## config.mk

```make
export PLATFORM = sky130hd
export DESIGN_NAME = acs_ctrl
export DESIGN_NICKNAME = d
export VERILOG_FILES = /design/src/rtl/acs_pkg.sv /design/src/rtl/acs_ctrl.sv
export SDC_FILE = /design/constraint.sdc
export NUM_CORES = 1
export LEC_CHECK = 0
export ABC_AREA = 1
export BUFFER_PORTS_ARGS = -buffer_cell sky130_fd_sc_hd__buf_4
export CELL_PAD_IN_SITES_DETAIL_PLACEMENT = 2
export CELL_PAD_IN_SITES_GLOBAL_PLACEMENT = 2
export CORE_MARGIN = 2
export CORE_UTILIZATION = 16
export DETAILED_ROUTE_END_ITERATION = 12
export PLACE_DENSITY = 0.72
export REMOVE_ABC_BUFFERS = 1
export SYNTH_ARGS = -nofsm -noshare
export SYNTH_HDL_FRONTEND = slang
export SYNTH_SLANG_ARGS = --single-unit
export TNS_END_PERCENT = 5
```

## constraint.sdc

```tcl
create_clock -name clk -period 1.1 [get_ports clk]
set_input_delay 0.22 -clock clk [delete_from_list [all_inputs] [get_ports clk]]
set_output_delay 0.22 -clock clk [all_outputs]
set_load 0.05 [all_outputs]
```

## src/rtl/acs_pkg.sv

```systemverilog
`timescale 1ns / 1ps

package acs_pkg;

  localparam int MEM_WORDS_DEF  = 1024;
  localparam int IO_DEVICES_DEF = 16;

  typedef enum logic [4:0] {
    OP_NOP, OP_HALT, OP_LOADI, OP_LOADM, OP_LOADX, OP_STOREM, OP_STOREX,
    OP_MOVAX, OP_MOVXA, OP_INCX, OP_ADD, OP_SUB, OP_MUL, OP_DIV, OP_MOD,
    OP_NEG, OP_JMP, OP_JZ, OP_JNZ, OP_JN, OP_JP, OP_CALL, OP_RET, OP_IN,
    OP_OUT, OP_SYSCALL
  } opcode_t;

  localparam logic [31:0] OPC_LAST = 32'd25;

  typedef enum logic [2:0] {
    ERR_OK, ERR_ADDR, ERR_DEV, ERR_PRIV, ERR_HALT, ERR_INV, ERR_SYS, ERR_DIV0
  } err_t;

  typedef enum logic [1:0] {
    REQ_WRITE, REQ_EXEC, REQ_SETPC, REQ_NONE
  } req_op_t;

  typedef enum logic [1:0] {
    MODE_SUP, MODE_USER, MODE_ZOMBIE, MODE_RSVD
  } mode_t;

  typedef struct packed {
    logic take;
    logic act;
    logic fetch;
    logic latch_opc;
    logic decode;
    logic latch_arg;
    logic exec1;
    logic latch_m;
    logic exec2;
    logic div_wait;
    logic finish;
  } cmd_t;

  typedef struct packed {
    logic exec_go;
    logic fetch_go;
    logic arg_go;
    logic mem_go;
    logic div_go;
    logic div_done;
    logic out_free;
  } sts_t;

endpackage

```

## src/rtl/acs_ctrl.sv

```systemverilog
`timescale 1ns / 1ps

module acs_ctrl (
  input  logic          clk,
  input  logic          rst,
  input  logic          req_valid,
  output logic          req_ready,
  input  acs_pkg::sts_t sts,
  output acs_pkg::cmd_t cmd
);

  typedef enum logic [3:0] {
    S_IDLE, S_ACT, S_FETCH, S_OPC, S_DEC, S_ARG, S_EX1, S_MEM, S_EX2, S_DIV,
    S_DONE
  } state_t;

  state_t state;

  assign req_ready = (state == S_IDLE);

  always_comb begin
    cmd           = '0;
    cmd.take      = (state == S_IDLE) && req_valid;
    cmd.act       = (state == S_ACT);
    cmd.fetch     = (state == S_FETCH);
    cmd.latch_opc = (state == S_OPC);
    cmd.decode    = (state == S_DEC);
    cmd.latch_arg = (state == S_ARG);
    cmd.exec1     = (state == S_EX1);
    cmd.latch_m   = (state == S_MEM);
    cmd.exec2     = (state == S_EX2);
    cmd.div_wait  = (state == S_DIV);
    cmd.finish    = (state == S_DONE) && sts.out_free;
  end

  always_ff @(posedge clk) begin
    if (rst) begin
      state <= S_IDLE;
    end else begin
      case (state)
        S_IDLE:  if (req_valid) state <= S_ACT;
        S_ACT:   state <= sts.exec_go ? S_FETCH : S_DONE;
        S_FETCH: state <= sts.fetch_go ? S_OPC : S_DONE;
        S_OPC:   state <= S_DEC;
        S_DEC:   state <= sts.arg_go ? S_ARG : S_DONE;
        S_ARG:   state <= S_EX1;
        S_EX1:   state <= sts.mem_go ? S_MEM : S_DONE;
        S_MEM:   state <= S_EX2;
        S_EX2:   state <= sts.div_go ? S_DIV : S_DONE;
        S_DIV:   if (sts.div_done) state <= S_DONE;
        S_DONE:  if (sts.out_free) state <= S_IDLE;
        default: state <= S_IDLE;
      endcase
    end
  end

endmodule

```

=== Word-level counts from Yosys, hierarchy flattened ===
Cells that the tools add are included.

* Word-level logic and storage cells: 27
* Input port bits: 10
* Output and inout port bits: 12
* Register bits: 4

* Eq/ne operators: 13
* Multiplexer cells: 9
* Reductions and logical operators: 4

{| class="wikitable"
|+ Operators with widths
! kind !! count
|-
| $pmux 4 s11 || 1
|-
| $mux 4 || 7
|-
| $eq 4x3->1 const B || 4
|-
| $eq 4x4->1 const B || 3
|-
| $eq 4x2->1 const B || 2
|-
| $ne 2x2->1 const B || 3
|-
| $eq 4x1->1 const B || 1
|-
| $logic_not 4->1 || 1
|-
| $reduce_and 3->1 || 1
|-
| $logic_and 1x1->1 || 2
|-
| $mux 2 || 1
|}

=== Longest topological paths before layout ===
* Depth in word-level cells: 3
* Gate-level depth with buffers: 9
* Mapped depth without buffers: 9

=== Worst setup path after synthesis ===
Ideal clock, no wire load.

* Kind: reg-to-reg
* Start point: register state[1]
* End point: register state[2]
* Cell stages (with the launch flop): 5
* Setup time: 70 ps
* Data arrival time: 2,297 ps
* Clock period less this slack: 2,367 ps
* Data required time: 1,030 ps
* Buffers on the path: 0
* Setup slack: -1,267 ps
* Cells stage by stage: dfxtp_1 -> inv_1 -> nor4_1 -> nor2_1 -> a21oi_1

{| class="wikitable"
|+ RTL lines
! what !! RTL line !! text
|-
| start, declared || acs_ctrl.sv:17 || <nowiki>state_t state;</nowiki>
|-
| start signal, assigned || acs_ctrl.sv:42 || <nowiki>S_ACT: state <= sts.exec_go ? S_FETCH : S_DONE;</nowiki>
|-
| start signal, assigned || acs_ctrl.sv:43 || <nowiki>S_FETCH: state <= sts.fetch_go ? S_OPC : S_DONE;</nowiki>
|-
| start signal, assigned || acs_ctrl.sv:45 || <nowiki>S_DEC: state <= sts.arg_go ? S_ARG : S_DONE;</nowiki>
|}

==> impl_metrics.toml <==
[status]
status = "finished, violations left"
failed_checks = "negative setup slack"

[routing]
drc = 0
via_per_inst = 4.53
wire_per_inst_um = 15.8
wirelength_mm = 2.40
postRouteAntennaNets = 0
dr.pass1.iters = 4
drt_iter0_markers = 4
vias = 688

[finish]
area_growth_pct = 140
finish.utilization_pct = 40.1
antenna_cells = 0
drive_above_1_share_pct = 65.6
top_register = "state"
largest_reg_flops = 4
reg.largest.list = "state (4)"
nets = 134
stdcell_area_um2 = 975

[sta]
fin_skew_ns = 0.00650
grt_setup_unrepaired = "yes"
fmax_ghz = 0.679
fin_crit_sh_pct = 134
setup_slack_ns = -0.374
setup_viol = 16
relSlewSlack_pct = 83.0
maxSlewViolCount = 0
hold_viol = 0
period_needed_ns = 1.47
tightest_slew_ns = 0.253

[power_and_ir_drop]
p_int_uw = 1120
swShare_pct = 54.7
p_seq_share_pct = 14.0
p_leak_uw = 0.000488
peakVddDrop_mv = 1.15
power_density_mw_per_mm2 = 2530
clkPwrFrac_pct = 7.7
p_switching_uw = 1350
comb_power_share_pct = 78.2

[cts]
htree_levels = 1
cts.sinks = 4
root_buffer = "clkbuf_4"
cts_tree = "done"
cts_buffer_depth = 2
clk_latency_ns = 0.24
cts_hold_buf = 0
clkTransAtPathRegs_ns = 0.04
numCtsBuffers = 3

[floorplanning]
io_pins = 22
start_util_pct = 16.7
core_mm2 = 0.00243
die_width_um = 54.4
dieArea_mm2 = 0.00296
die_h_um = 54.4
rows = 18

[worst_setup_path]
cp-start-kind = "flop"
r2r_end = "state[3]$_SDFFE_PP0P_"
rrSetupSlack_ns = -0.32
cp.arrival_ns = 1.25
r2r_cells = 10
required_ns = 0.88
critPathKind = "reg2out"
critPathLaunch = "state[1]$_SDFFE_PP0P_"
path_max_fanout = 5
cp-end-kind = "output port"
endpoint = "cmd[5]"
r2r-start = "state[1]$_SDFFE_PP0P_"

[synthesis]
ys_types = 12
synth_compound_gate_area_share_pct = 7.38
syn_area_per_cell_um2 = 4.96
syn_area_um2 = 407
synth_xor_area_share_pct = 0
synth_cells = 82
yosys_warnings = 0
yosys.area_share.simple_pct = 55.4
yosysSeqAreaShare_pct = 19.7
yosys_register_bits = 4
synthAdderAreaFrac_pct = 0
synthMuxAreaShare_pct = 0
synth_top_family_by_area = "simple AND/OR/NAND/NOR gates"

[job]
max-cap-violations = 0

[place]
numPortBuffers = 21
place_area_um2 = 662
dpl.hpwl_mm = 1.61
routabilityCongestion = 0.851

[min_path]
hold_path_class = "in2reg"

[global_routing]
met3_usage_pct = 1.09
grt_use_total_pct = 18.3
overflow = 0
first_global_vias = 827
grt_use_met1_pct = 17.8
grt_pass1_wl_mm = 3.77
top_usage_layer = "met2"
grt_start_max_net_pins = 6
antenna_found_initial = 0
gr-usage-met2_pct = 38.4
-- per-layer routing --
layer	part of all wire, %	routed length (um)	vias up
met5	0	0	-
li1	-	-	327
met3	2.4	58	2
met1	35	834	340
met2	62	1490	19
met4	0.67	16	0
-- worst max-delay path: stages (launching register included) --
cell and delay (ns):
dfxtp_4 0.38, buf_4 0.15, nor2_4 0.17, nand2_2 0.10, inv_2 0.07, buf_8 0.14
-- Yosys cell counts, drive strengths merged --
master | count | area share [%]
a21oi | 4 | 4.9
dfxtp | 4 | 20
inv | 19 | 18
nand2 | 26 | 24
nand3 | 5 | 6.2
nand4 | 1 | 1.5
nor2 | 19 | 21
nor4 | 2 | 3.1
o21ai | 2 | 2.5
-- power groups by stage --
stage	logic (uW)	registers [uW]	clock network, uW
after floorplan	809	244	0
after detailed placement	1280	260	0
after global placement	1240	259	0
after CTS	1740	324	195
after global routing	2050	352	207
final	1930	346	191
-- worst min path at each step --
stage | end | start | cells after the start | slack [ns]
after floorplan | state[0]$_SDFFE_PP0P_ | rst | 1 | 0.29
after global placement | state[1]$_SDFFE_PP0P_ | rst | 2 | 0.42
after detailed placement | state[1]$_SDFFE_PP0P_ | rst | 2 | 0.42
after CTS | state[0]$_SDFFE_PP0P_ | rst | 2 | 0.16
after global routing | state[2]$_SDFFE_PP0P_ | rst | 2 | 0.18
final | state[2]$_SDFFE_PP0P_ | rst | 2 | 0.18
-- layout make-up --
class / count / area [um2]
timing repair buffer: 37 / 357
clock buffer: 3 / 22.5
sequential: 4 / 95.1
tap: 30 / 37.5
fill: 303 / 1460
inverter: 19 / 81.3
multi-input combinational: 59 / 382
-- timing repair --
action                     4_1_cts  5_1_grt
pin swaps                       10       11
resized for setup               56       20
setup endpoints to repair       16       16
setup buffers                    7        1
-- cell families after synthesis --
logic type	count (synthesis)
flip-flops	4
AND/OR/NAND/NOR	53
buffers and inverters	19
AO/OA/AOI/OAI	6
-- through the flow --
step / total power, uW / hold slack (ns) / worst slack, ns / TNS [ns] / std cells
6_report: 2460 / 0.183 / -0.374 / -4.82 / 152
5_1_grt: 2610 / 0.176 / -0.417 / -5.68 / 152
3_3_place_gp: 1500 / 0.416 / -0.293 / -2.76 / 141
2_1_floorplan: 1050 / 0.289 / -1.27 / -5.88 / 82
4_1_cts: 2260 / 0.163 / -0.326 / -4.54 / 151
3_5_place_dp: 1540 / 0.423 / -0.289 / -3.01 / 141
-- cell usage in the layout, fill, tap and decap left out, types with 5 or more instances in the layout --
cell      n
buf_4    22
inv_2     5
nor2_2    5
nand2_2   7
nand2_1  17
buf_8     6
buf_6     9
nor2_4    7
inv_1    11
nor2_1    7
(Power assumes the default switching activity.)
